File: config.mk
export PLATFORM = sky130hd
export DESIGN_NAME = three_axis_pi_elevon_mixer_unit
export DESIGN_NICKNAME = d
export VERILOG_FILES = /design/src/design/tpem_pkg.sv /design/src/design/tpem_cfg_regs.sv /design/src/design/tpem_axis_terms.sv /design/src/design/tpem_servo_mix.sv /design/src/design/three_axis_pi_elevon_mixer_unit.sv
export SDC_FILE = /design/constraint.sdc
export NUM_CORES = 2
export LEC_CHECK = 0
export BUFFER_PORTS_ARGS = -buffer_cell sky130_fd_sc_hd__buf_2
export CAP_MARGIN = 10
export CORE_ASPECT_RATIO = 1.5
export CORE_UTILIZATION = 43
export DETAILED_ROUTE_END_ITERATION = 10
export PLACE_DENSITY_LB_ADDON = 0.15
export SYNTH_ARGS = -nofsm -noshare
export SYNTH_HDL_FRONTEND = slang
export SYNTH_SLANG_ARGS = --single-unit
File: constraint.sdc
create_clock -name clk -period 21.1 [get_ports clk]
set_input_delay 2.11 -clock clk [delete_from_list [all_inputs] [get_ports clk]]
set_output_delay 2.11 -clock clk [all_outputs]
set_load 0.005 [all_outputs]
File: src/design/tpem_pkg.sv
// ----------------------------------------------------------------------------
// tpem_pkg: shared types and constants
// Field widths, fixed-point constants, register indexes and the packed
// structures that travel between the blocks of the elevon mixer.
// ----------------------------------------------------------------------------
package tpem_pkg;

  // Fixed-point format of errors, rates, terms and integrals.
  localparam int FRAC_BITS = 8;
  // The rate gain is always Q0.8.
  localparam int GAIN_BITS = 8;

  localparam int ERR_W   = 18;
  localparam int RATE_W  = 20;
  localparam int TERM_W  = 16;
  localparam int INT_W   = 15;
  localparam int SERVO_W = 7;
  // Working width of the signed datapath; holds every intermediate sum.
  localparam int CALC_W  = 26;

  localparam int IN_DATA_W  = 96;
  localparam int OUT_DATA_W = 64;
  localparam int CFG_IDX_W  = 3;
  localparam int CFG_DATA_W = 15;

  // Heading wrap limits in the working format.
  localparam logic signed [CALC_W-1:0] HEAD_BOUND = CALC_W'(180 * (1 << FRAC_BITS));
  localparam logic signed [CALC_W-1:0] HEAD_SHIFT = CALC_W'(270 * (1 << FRAC_BITS));

  // Servo travel limits and the smoothing filter's start value, whole degrees.
  localparam int SERVO_LOW  = 40;
  localparam int SERVO_HIGH = 120;
  localparam logic [SERVO_W-1:0] SERVO_RESET = SERVO_W'(80);

  // Configuration register indexes.
  localparam logic [CFG_IDX_W-1:0] REG_SERVO_BASE  = 3'd0;
  localparam logic [CFG_IDX_W-1:0] REG_PID_LIMIT   = 3'd1;
  localparam logic [CFG_IDX_W-1:0] REG_RATE_GAIN   = 3'd2;
  localparam logic [CFG_IDX_W-1:0] REG_XY_INT_STEP = 3'd3;
  localparam logic [CFG_IDX_W-1:0] REG_Z_INT_STEP  = 3'd4;
  localparam logic [CFG_IDX_W-1:0] REG_INT_LIMIT   = 3'd5;
  localparam logic [CFG_IDX_W-1:0] REG_DEAD_BAND   = 3'd6;

  typedef struct packed {
    logic [6:0]  servo_base;
    logic [14:0] pid_limit;
    logic [7:0]  rate_gain;
    logic [7:0]  xy_int_step;
    logic [7:0]  z_int_step;
    logic [12:0] int_limit;
    logic [10:0] dead_band;
  } cfg_t;

  // Last field in the lowest bits.
  typedef struct packed {
    logic signed [RATE_W-1:0] rate_y;
    logic signed [RATE_W-1:0] rate_x;
    logic signed [ERR_W-1:0]  error_z;
    logic signed [ERR_W-1:0]  error_y;
    logic signed [ERR_W-1:0]  error_x;
  } in_item_t;

  typedef struct packed {
    logic signed [TERM_W-1:0] term_z;
    logic signed [TERM_W-1:0] term_y;
    logic signed [TERM_W-1:0] term_x;
  } terms_t;

endpackage

File: src/design/tpem_cfg_regs.sv
// ----------------------------------------------------------------------------
// tpem_cfg_regs: configuration register file
// Seven write-only tuning registers, loaded by index from the write port.
// ----------------------------------------------------------------------------
module tpem_cfg_regs (
  input  logic                             clk,
  input  logic                             rst_n,
  input  logic                             cfg_we,
  input  logic [tpem_pkg::CFG_IDX_W-1:0]   cfg_index,
  input  logic [tpem_pkg::CFG_DATA_W-1:0]  cfg_wdata,
  output tpem_pkg::cfg_t                   cfg
);
  import tpem_pkg::*;

  cfg_t cfg_r;

  always_ff @(posedge clk) begin
    if (!rst_n) begin
      cfg_r.servo_base  <= 7'd80;
      cfg_r.pid_limit   <= 15'd7680;
      cfg_r.rate_gain   <= 8'd26;
      cfg_r.xy_int_step <= 8'd15;
      cfg_r.z_int_step  <= 8'd10;
      cfg_r.int_limit   <= 13'd3840;
      cfg_r.dead_band   <= 11'd384;
    end else if (cfg_we) begin
      unique case (cfg_index)
        REG_SERVO_BASE:  cfg_r.servo_base  <= cfg_wdata[6:0];
        REG_PID_LIMIT:   cfg_r.pid_limit   <= cfg_wdata[14:0];
        REG_RATE_GAIN:   cfg_r.rate_gain   <= cfg_wdata[7:0];
        REG_XY_INT_STEP: cfg_r.xy_int_step <= cfg_wdata[7:0];
        REG_Z_INT_STEP:  cfg_r.z_int_step  <= cfg_wdata[7:0];
        REG_INT_LIMIT:   cfg_r.int_limit   <= cfg_wdata[12:0];
        REG_DEAD_BAND:   cfg_r.dead_band   <= cfg_wdata[10:0];
        default: ;
      endcase
    end
  end

  assign cfg = cfg_r;

endmodule

File: src/design/tpem_axis_terms.sv
// ----------------------------------------------------------------------------
// tpem_axis_terms: integrators and clamped axis terms
// Holds the three integrals and the last errors, and forms the x, y and z
// control terms for the sample in the input register.
// ----------------------------------------------------------------------------
module tpem_axis_terms (
  input  logic                clk,
  input  logic                rst_n,
  input  logic                upd_en,
  input  tpem_pkg::cfg_t      cfg,
  input  tpem_pkg::in_item_t  item,
  output tpem_pkg::terms_t    terms
);
  import tpem_pkg::*;

  logic signed [INT_W-1:0] integral_x_r, integral_y_r, integral_z_r;
  logic signed [INT_W-1:0] integral_x_nxt, integral_y_nxt, integral_z_nxt;
  logic signed [ERR_W-1:0] prior_x_r, prior_y_r, prior_z_r;

  logic signed [CALC_W-1:0] ex, ey, ez_raw, ez, px, py, pz;
  logic signed [CALC_W-1:0] db_s, lim_s, xy_step_s, z_step_s, plim_s;
  logic signed [CALC_W-1:0] ix_w, iy_w, iz_w, iz_base;
  logic signed [CALC_W-1:0] rt_x, rt_y, tx_raw, ty_raw;
  logic signed [RATE_W+GAIN_BITS:0] prod_x, prod_y;
  logic                     head_wrap;

  function automatic logic sign_flip(logic signed [CALC_W-1:0] prev,
                                     logic signed [CALC_W-1:0] cur);
    return (prev > 0 && cur < 0) || (prev < 0 && cur > 0);
  endfunction

  function automatic logic signed [TERM_W-1:0] clamp_term(
      logic signed [CALC_W-1:0] v, logic signed [CALC_W-1:0] lim);
    logic signed [CALC_W-1:0] r;
    r = v;
    if (v < -lim) r = -lim;
    else if (v > lim) r = lim;
    return TERM_W'(r);
  endfunction

  assign ex     = CALC_W'(item.error_x);
  assign ey     = CALC_W'(item.error_y);
  assign ez_raw = CALC_W'(item.error_z);
  assign px     = CALC_W'(prior_x_r);
  assign py     = CALC_W'(prior_y_r);
  assign pz     = CALC_W'(prior_z_r);

  assign db_s      = CALC_W'(cfg.dead_band);
  assign lim_s     = CALC_W'(cfg.int_limit);
  assign xy_step_s = CALC_W'(cfg.xy_int_step);
  assign z_step_s  = CALC_W'(cfg.z_int_step);
  assign plim_s    = CALC_W'(cfg.pid_limit);

  // A heading error past half a turn is moved back by three quarters of one.
  always_comb begin
    head_wrap = 1'b1;
    if (ez_raw < -HEAD_BOUND) ez = ez_raw + HEAD_SHIFT;
    else if (ez_raw > HEAD_BOUND) ez = ez_raw - HEAD_SHIFT;
    else begin
      ez        = ez_raw;
      head_wrap = 1'b0;
    end
  end

  // Rate feedback, floored by the arithmetic shift.
  assign prod_x = $signed({1'b0, cfg.rate_gain}) * item.rate_x;
  assign prod_y = $signed({1'b0, cfg.rate_gain}) * item.rate_y;
  assign rt_x   = CALC_W'(prod_x >>> GAIN_BITS);
  assign rt_y   = CALC_W'(prod_y >>> GAIN_BITS);

  // The x integral runs opposite to its error.
  always_comb begin
    ix_w = CALC_W'(integral_x_r);
    if (ex > db_s) begin
      ix_w = ix_w - xy_step_s;
      if (ix_w < -lim_s) ix_w = -lim_s;
    end else if (ex < -db_s) begin
      ix_w = ix_w + xy_step_s;
      if (ix_w > lim_s) ix_w = lim_s;
    end else begin
      ix_w = '0;
    end
    if (sign_flip(px, ex)) ix_w = '0;
  end

  always_comb begin
    iy_w = CALC_W'(integral_y_r);
    if (ey > db_s) begin
      iy_w = iy_w + xy_step_s;
      if (iy_w > lim_s) iy_w = lim_s;
    end else if (ey < -db_s) begin
      iy_w = iy_w - xy_step_s;
      if (iy_w < -lim_s) iy_w = -lim_s;
    end else begin
      iy_w = '0;
    end
    if (sign_flip(py, ey)) iy_w = '0;
  end

  // The z integral jumps to twice the limit once it passes it.
  assign iz_base = head_wrap ? '0 : CALC_W'(integral_z_r);

  always_comb begin
    iz_w = iz_base;
    if (ez > db_s) begin
      iz_w = iz_w + z_step_s;
      if (iz_w > lim_s) iz_w = lim_s <<< 1;
    end else if (ez < -db_s) begin
      iz_w = iz_w - z_step_s;
      if (iz_w < -lim_s) iz_w = -(lim_s <<< 1);
    end else begin
      iz_w = '0;
    end
    if (sign_flip(pz, ez)) iz_w = '0;
  end

  assign integral_x_nxt = INT_W'(ix_w);
  assign integral_y_nxt = INT_W'(iy_w);
  assign integral_z_nxt = INT_W'(iz_w);

  assign tx_raw = -ex - rt_x + ix_w;
  assign ty_raw = ey + rt_y + iy_w + iz_w;

  assign terms.term_x = clamp_term(tx_raw, plim_s);
  assign terms.term_y = clamp_term(ty_raw, plim_s);
  assign terms.term_z = clamp_term(ez, plim_s);

  always_ff @(posedge clk) begin
    if (!rst_n) begin
      integral_x_r <= '0;
      integral_y_r <= '0;
      integral_z_r <= '0;
      prior_x_r    <= '0;
      prior_y_r    <= '0;
      prior_z_r    <= '0;
    end else if (upd_en) begin
      integral_x_r <= integral_x_nxt;
      integral_y_r <= integral_y_nxt;
      integral_z_r <= integral_z_nxt;
      prior_x_r    <= item.error_x;
      prior_y_r    <= item.error_y;
      prior_z_r    <= ERR_W'(ez);
    end
  end

endmodule

File: src/design/tpem_servo_mix.sv
// ----------------------------------------------------------------------------
// tpem_servo_mix: elevon mixer and servo smoothing
// Mixes the axis terms onto two servos, limits their travel and averages
// each with its previous command.
// ----------------------------------------------------------------------------
module tpem_servo_mix (
  input  logic                            clk,
  input  logic                            rst_n,
  input  logic                            upd_en,
  input  logic [6:0]                      servo_base,
  input  tpem_pkg::terms_t                terms,
  output logic [tpem_pkg::SERVO_W-1:0]    servo_one,
  output logic [tpem_pkg::SERVO_W-1:0]    servo_two
);
  import tpem_pkg::*;

  logic [SERVO_W-1:0]       smooth_one_r, smooth_two_r;
  logic signed [CALC_W-1:0] base_w, tx, ty, tz, s1, s2, q1, q2;
  logic [SERVO_W-1:0]       c1, c2;
  logic [SERVO_W:0]         sum1, sum2;

  function automatic logic [SERVO_W-1:0] clamp_servo(logic signed [CALC_W-1:0] v);
    logic [SERVO_W-1:0] r;
    if (v < SERVO_LOW) r = SERVO_W'(SERVO_LOW);
    else if (v > SERVO_HIGH) r = SERVO_W'(SERVO_HIGH);
    else r = SERVO_W'(v);
    return r;
  endfunction

  assign base_w = CALC_W'(servo_base) <<< FRAC_BITS;
  assign tx     = CALC_W'(terms.term_x);
  assign ty     = CALC_W'(terms.term_y);
  assign tz     = CALC_W'(terms.term_z);

  // Sums carry two extra fraction bits so that a quarter of z stays exact.
  always_comb begin
    s1 = (base_w + tx + ty) <<< 2;
    s2 = (base_w - tx + ty) <<< 2;
    if (tz > 0) begin
      s1 = s1 + (tz <<< 2);
      s2 = s2 - tz;
    end else begin
      s1 = s1 - tz;
      s2 = s2 + (tz <<< 2);
    end
  end

  assign q1 = s1 >>> (FRAC_BITS + 2);
  assign q2 = s2 >>> (FRAC_BITS + 2);
  assign c1 = clamp_servo(q1);
  assign c2 = clamp_servo(q2);

  assign sum1      = {1'b0, smooth_one_r} + {1'b0, c1};
  assign sum2      = {1'b0, smooth_two_r} + {1'b0, c2};
  assign servo_one = sum1[SERVO_W:1];
  assign servo_two = sum2[SERVO_W:1];

  always_ff @(posedge clk) begin
    if (!rst_n) begin
      smooth_one_r <= SERVO_RESET;
      smooth_two_r <= SERVO_RESET;
    end else if (upd_en) begin
      smooth_one_r <= servo_one;
      smooth_two_r <= servo_two;
    end
  end

endmodule

File: src/design/three_axis_pi_elevon_mixer_unit.sv
// ----------------------------------------------------------------------------
// three_axis_pi_elevon_mixer_unit: three-axis PI controller with elevon mix
// Turns attitude errors and rates into clamped axis terms and two smoothed
// servo angles, one sample per transaction.
// ----------------------------------------------------------------------------
//
//  Channel   Direction  Carries
//  in_*      sink       one sample: x, y, z errors and x, y rates
//  out_*     source     two servo angles and the three clamped axis terms
//  cfg_*     sink       write-only tuning registers, one per index 0 to 6
//
// A sample is taken into the input register, and the whole update (rate
// products, integrators, clamps, mixer, smoothing) is combinational from
// there into the output register, so the block sustains one transaction
// per clock while out_tready stays high. An accepted sample reaches
// out_tvalid through the input register, then the output register once free.
// The input register frees itself whenever the output register is empty or
// being drained, so an output stall holds at most two samples inside, one in
// each register, and then drops in_tready.
// rst_n is synchronous: it restores the register defaults, clears the
// integrals and last errors, and sets both smoothed servos to 80 degrees.
//
module three_axis_pi_elevon_mixer_unit (
  input  logic                             clk,
  input  logic                             rst_n,
  input  logic                             in_tvalid,
  output logic                             in_tready,
  // error_x[17:0], error_y[35:18], error_z[53:36], rate_x[73:54],
  // rate_y[93:74], zero padding above
  input  logic [tpem_pkg::IN_DATA_W-1:0]   in_tdata,
  output logic                             out_tvalid,
  input  logic                             out_tready,
  // servo_one_angle[6:0], servo_two_angle[13:7], term_x[29:14],
  // term_y[45:30], term_z[61:46], zero padding above
  output logic [tpem_pkg::OUT_DATA_W-1:0]  out_tdata,
  input  logic                             cfg_we,
  input  logic [tpem_pkg::CFG_IDX_W-1:0]   cfg_index,
  input  logic [tpem_pkg::CFG_DATA_W-1:0]  cfg_wdata
);
  import tpem_pkg::*;

  cfg_t               cfg;
  in_item_t           item_r;
  logic               item_valid_r;
  logic               out_valid_r;
  logic [OUT_DATA_W-1:0] out_data_r;
  logic               advance;
  terms_t             terms;
  logic [SERVO_W-1:0] servo_one, servo_two;

  // The sample in the input register moves on when the output slot is free
  // or being emptied in this same cycle; that is also when state updates.
  assign advance   = item_valid_r && (!out_valid_r || out_tready);
  assign in_tready = !item_valid_r || advance;

  tpem_cfg_regs u_cfg (
    .clk       (clk),
    .rst_n     (rst_n),
    .cfg_we    (cfg_we),
    .cfg_index (cfg_index),
    .cfg_wdata (cfg_wdata),
    .cfg       (cfg)
  );

  tpem_axis_terms u_axis (
    .clk    (clk),
    .rst_n  (rst_n),
    .upd_en (advance),
    .cfg    (cfg),
    .item   (item_r),
    .terms  (terms)
  );

  tpem_servo_mix u_mix (
    .clk        (clk),
    .rst_n      (rst_n),
    .upd_en     (advance),
    .servo_base (cfg.servo_base),
    .terms      (terms),
    .servo_one  (servo_one),
    .servo_two  (servo_two)
  );

  // Input register.
  always_ff @(posedge clk) begin
    if (!rst_n) begin
      item_valid_r <= 1'b0;
    end else if (in_tready) begin
      item_valid_r <= in_tvalid;
    end
  end

  always_ff @(posedge clk) begin
    if (in_tvalid && in_tready) begin
      item_r <= in_tdata[$bits(in_item_t)-1:0];
    end
  end

  // Output register.
  always_ff @(posedge clk) begin
    if (!rst_n) begin
      out_valid_r <= 1'b0;
    end else if (advance) begin
      out_valid_r <= 1'b1;
    end else if (out_tready) begin
      out_valid_r <= 1'b0;
    end
  end

  always_ff @(posedge clk) begin
    if (advance) begin
      out_data_r <= OUT_DATA_W'({terms.term_z, terms.term_y, terms.term_x,
                                 servo_two, servo_one});
    end
  end

  assign out_tvalid = out_valid_r;
  assign out_tdata  = out_data_r;

`ifndef NO_ASSERTIONS
  // A sample that leaves the input register shows up at the output next.
  a_advance_lands: assert property (@(posedge clk) disable iff (!rst_n)
    advance |=> out_tvalid)
    else $error("advanced sample did not reach the output register");

  // With both registers full and the output stalled, no new sample may enter.
  a_full_blocks: assert property (@(posedge clk) disable iff (!rst_n)
    (item_valid_r && out_valid_r && !out_tready) |-> !in_tready)
    else $error("input accepted while pipeline is full and stalled");

  // Smoothed servo commands never leave the travel limits.
  a_servo_range: assert property (@(posedge clk) disable iff (!rst_n)
    out_tvalid |-> (out_data_r[6:0] >= SERVO_W'(SERVO_LOW)) &&
                   (out_data_r[6:0] <= SERVO_W'(SERVO_HIGH)) &&
                   (out_data_r[13:7] >= SERVO_W'(SERVO_LOW)) &&
                   (out_data_r[13:7] <= SERVO_W'(SERVO_HIGH)))
    else $error("servo angle outside travel limits");

  // An accepted sample is held in the input register on the next cycle.
  a_accept_fills: assert property (@(posedge clk) disable iff (!rst_n)
    (in_tvalid && in_tready) |=> item_valid_r)
    else $error("accepted sample lost from the input register");
`endif

endmodule
==> flow_metrics.tcl <==
set metrics [dict create \
    outcome "complete, no violations" \
    setup_total_negative_slack_ns 0 \
    setup_viol 0 \
    core_area_mm2 0.1070 \
    worst_path_max_delay_cell "and4_4" \
    globalRouteOverflowTotal 0 \
    routed_wire_length_per_instance_um 22.13 \
    largest_net_degree_at_the_start_of_global_routing 84 \
    share_of_the_synthesized_area_in_the_top_cell_type_pct 18.89 \
    portBuffers 180 \
    synth-edff-count 156 \
    ant_nets 0 \
    post_synth_instance_area_mm2 0.04650 \
    cts_max_path_buffers 3 \
    synthesis.area_per_instance_um2 8.404 \
    synth-seq-area-share_pct 18.04 \
    route.detailed.vias_per_inst 5.649 \
    yosys.area.top_type "ha_1" \
    detail_route.first_pass.iterations 5 \
    first_iter_violations 2160 \
    rows 147 \
    fin_worst_hold_slack_ns 0.4528 \
    post-dp-hpwl_mm 130.6 \
    drv_slew 0 \
    cts_made_buffers 42 \
    synth.top_cells.by_area "ha_1, fa_1, edfxtp_1" \
    cts-root-buf "clkbuf_16" \
    grt_usage_pct 28.45 \
    clk_latency_ns 0.61 \
    rsz0062_at_grt "no" \
    synthDistinctLibCells 111 \
    last_weighted_congestion_value_of_the_routability_driven_placer 0.9837 \
    post-route-period-util_pct 93.76 \
    max_cap_violations 0 \
    floorplan.io_pins 185 \
    layout.nets 6815 \
    regArea_mm2 0.008393 \
    synth_warnings 0 \
    first_global_vias 40112 \
    wire_length_of_the_first_global_routing_pass_mm 237.8 \
    cts_num_sinks 341 \
    crit_path_frequent_cell "a21oi_1" \
    drt_wl_total_mm 157.5 \
    ys_dominant_reg_cell "dfxtp_1" \
    ff2ff_setup_slack_ns 1.32 \
    antenna_found_initial 1 \
    synth_cells 5533 \
    finalWorstPathRequiredPeriod_ns 19.78 \
    initial_utilization_pct 43.44 \
    clkSlewWorstSetupHoldPaths_ns 0.06 \
    final.setup_skew_ns 0.03103 \
    setup.worst_path.start_class "flip-flop" \
    tritoncts_clock_tree "yes" \
    finalHoldViolCount 0 \
    max_incr_delay_on_cp_ns 0.44 \
    design.die.area_mm2 0.1095 \
    fraction_of_layout_instances_using_a_drive_strength_above_1_pct 7.769 \
    worst_ep_required_time_ns 21.63 \
    worst_pin_slew_ns 1.264 \
    multiInputGateArea_mm2 0.03499 \
    synth.ff_latch_count 341 \
    synth_to_layout_area_growth_pct 9.192 \
    asyncSetResetFlopFracSynth_pct 0 \
    critical_path.max_fanout 10 \
    fillerInstances 10684 \
    most_frequent_cell_after_synthesis "ha_1" \
    max_slew_margin_pct 15.35 \
    timing_worst_setup_path_type "reg -> reg" \
    cp-end-kind "flip-flop" \
    die_y_um 404.8 \
    drcViolationCount 0 \
    timing.critical_path.arrival_ns 20.31 \
    clock_tree.htree_level_count 2 \
    hold_class "reg -> reg" \
    synthTopCellsByCount "ha_1, inv_1, nand2_1, a21oi_1, fa_1" \
    fp.dieW_um 270.5 \
    vias 40211 \
    fmax_ghz 0.05055 \
]
layout by cell type (no fill, tap or decap), types with 44 or more instances in the layout:
cell type and instances:
buf_2 180, a21oi_1 422, o21a_1 109, and2_1 220, nand2_1 604, nor2_1 308
dfxtp_1 183, xor2_1 79, fa_1 326, inv_1 664, edfxtp_1 156, nand4_1 75
mux2i_1 44, buf_4 91, nor2b_1 84, nand3_1 82, xnor2_1 176, clkbuf_16 45
ha_1 702, nor3_1 90, a211oi_1 48, o21ai_0 206, nand2b_1 74, a21o_1 94
path summary, 6_finish.rpt:
path | cells past startpoint | startpoint | to
setup / recovery | 88 | item_r[36] | u_mix.smooth_two_r[5]
setup reg to reg | 88 | item_r[36] | u_mix.smooth_two_r[5]
hold / removal | 2 | u_cfg.cfg[65] | u_cfg.cfg[65]
hold reg to reg | 2 | u_cfg.cfg[65] | u_cfg.cfg[65]
repair_timing:
action                     4_1_cts  5_1_grt
hold buffers                     0        0
buffers inserted                 0        3
setup endpoints to repair        0       19
hold endpoints to repair         0        0
gates resized for setup          0       15
worst max-delay path: cells and delay by family, from the launching register on:
family,cells,cell delay [ns]
simple gates,22,4.70
xor+xnor,3,0.65
flops,1,0.42
fa+ha+maj,9,2.94
compound gates,54,10.91
registers in the layout, summed over array words and instances (netlist names), 15 cells and up:
signal,count
u_axis.prior_x_r,18
u_axis.integral_y_r,15
out_tdata,62
u_axis.prior_y_r,18
u_axis.prior_z_r,18
u_axis.integral_z_r,15
item_r,94
u_axis.integral_x_r,15
u_cfg.cfg,70
per-stage QoR:
stage	worst slack, ns	util [%]	instances	instance area (um2)
4_1_cts	0.8288	47.35	7114	50680
3_3_place_gp	1.153	45.97	7036	49210
3_5_place_dp	0.9256	45.97	7036	49210
5_1_grt	0.02652	47.43	7117	50770
6_report	1.316	47.43	7118	50770
2_1_floorplan	3.031	-	5534	46500
area by class of cell:
cell class              count  area share (%)
diodes                      1        0.004929
clock inverters            22          0.5471
flip-flops and latches    341           16.53
clock buffers              56           2.361
repair buffers            272           3.159
multi-input cells        4337           68.91
inverters                 674           4.998
well taps                1415           3.487
cells by family (layout without fill, tap and decap cells):
group                      count (synthesis)  in the layout  synth area share, %
xor gates and xnor gates                 257            257                4.889
buffers and inverters                    856           1024                7.031
muxes                                     49             49                1.092
adders and majority gates               1029           1029                32.95
DFF                                      341            341                18.04
AOI/OAI and AO/OA                       1284           1284                18.00
and+or+nand+nor                         1716           1716                17.99
other                                      1              3             0.008065
per-layer routing:
layer  part of all wire, %  vias up  wire length, um  GRT usage, %
met4                   6.7        2            10590         16.97
met2                    50      988            79300         52.22
met1                    39    19495            61460         31.77
li1                      -    19405                -             -
met3                   3.9      321             6192         2.513
met5                0.0051        -                8             0
Power is not shown: default switching activity piles up to over one toggle a cycle in this logic, so the estimate is an artifact.
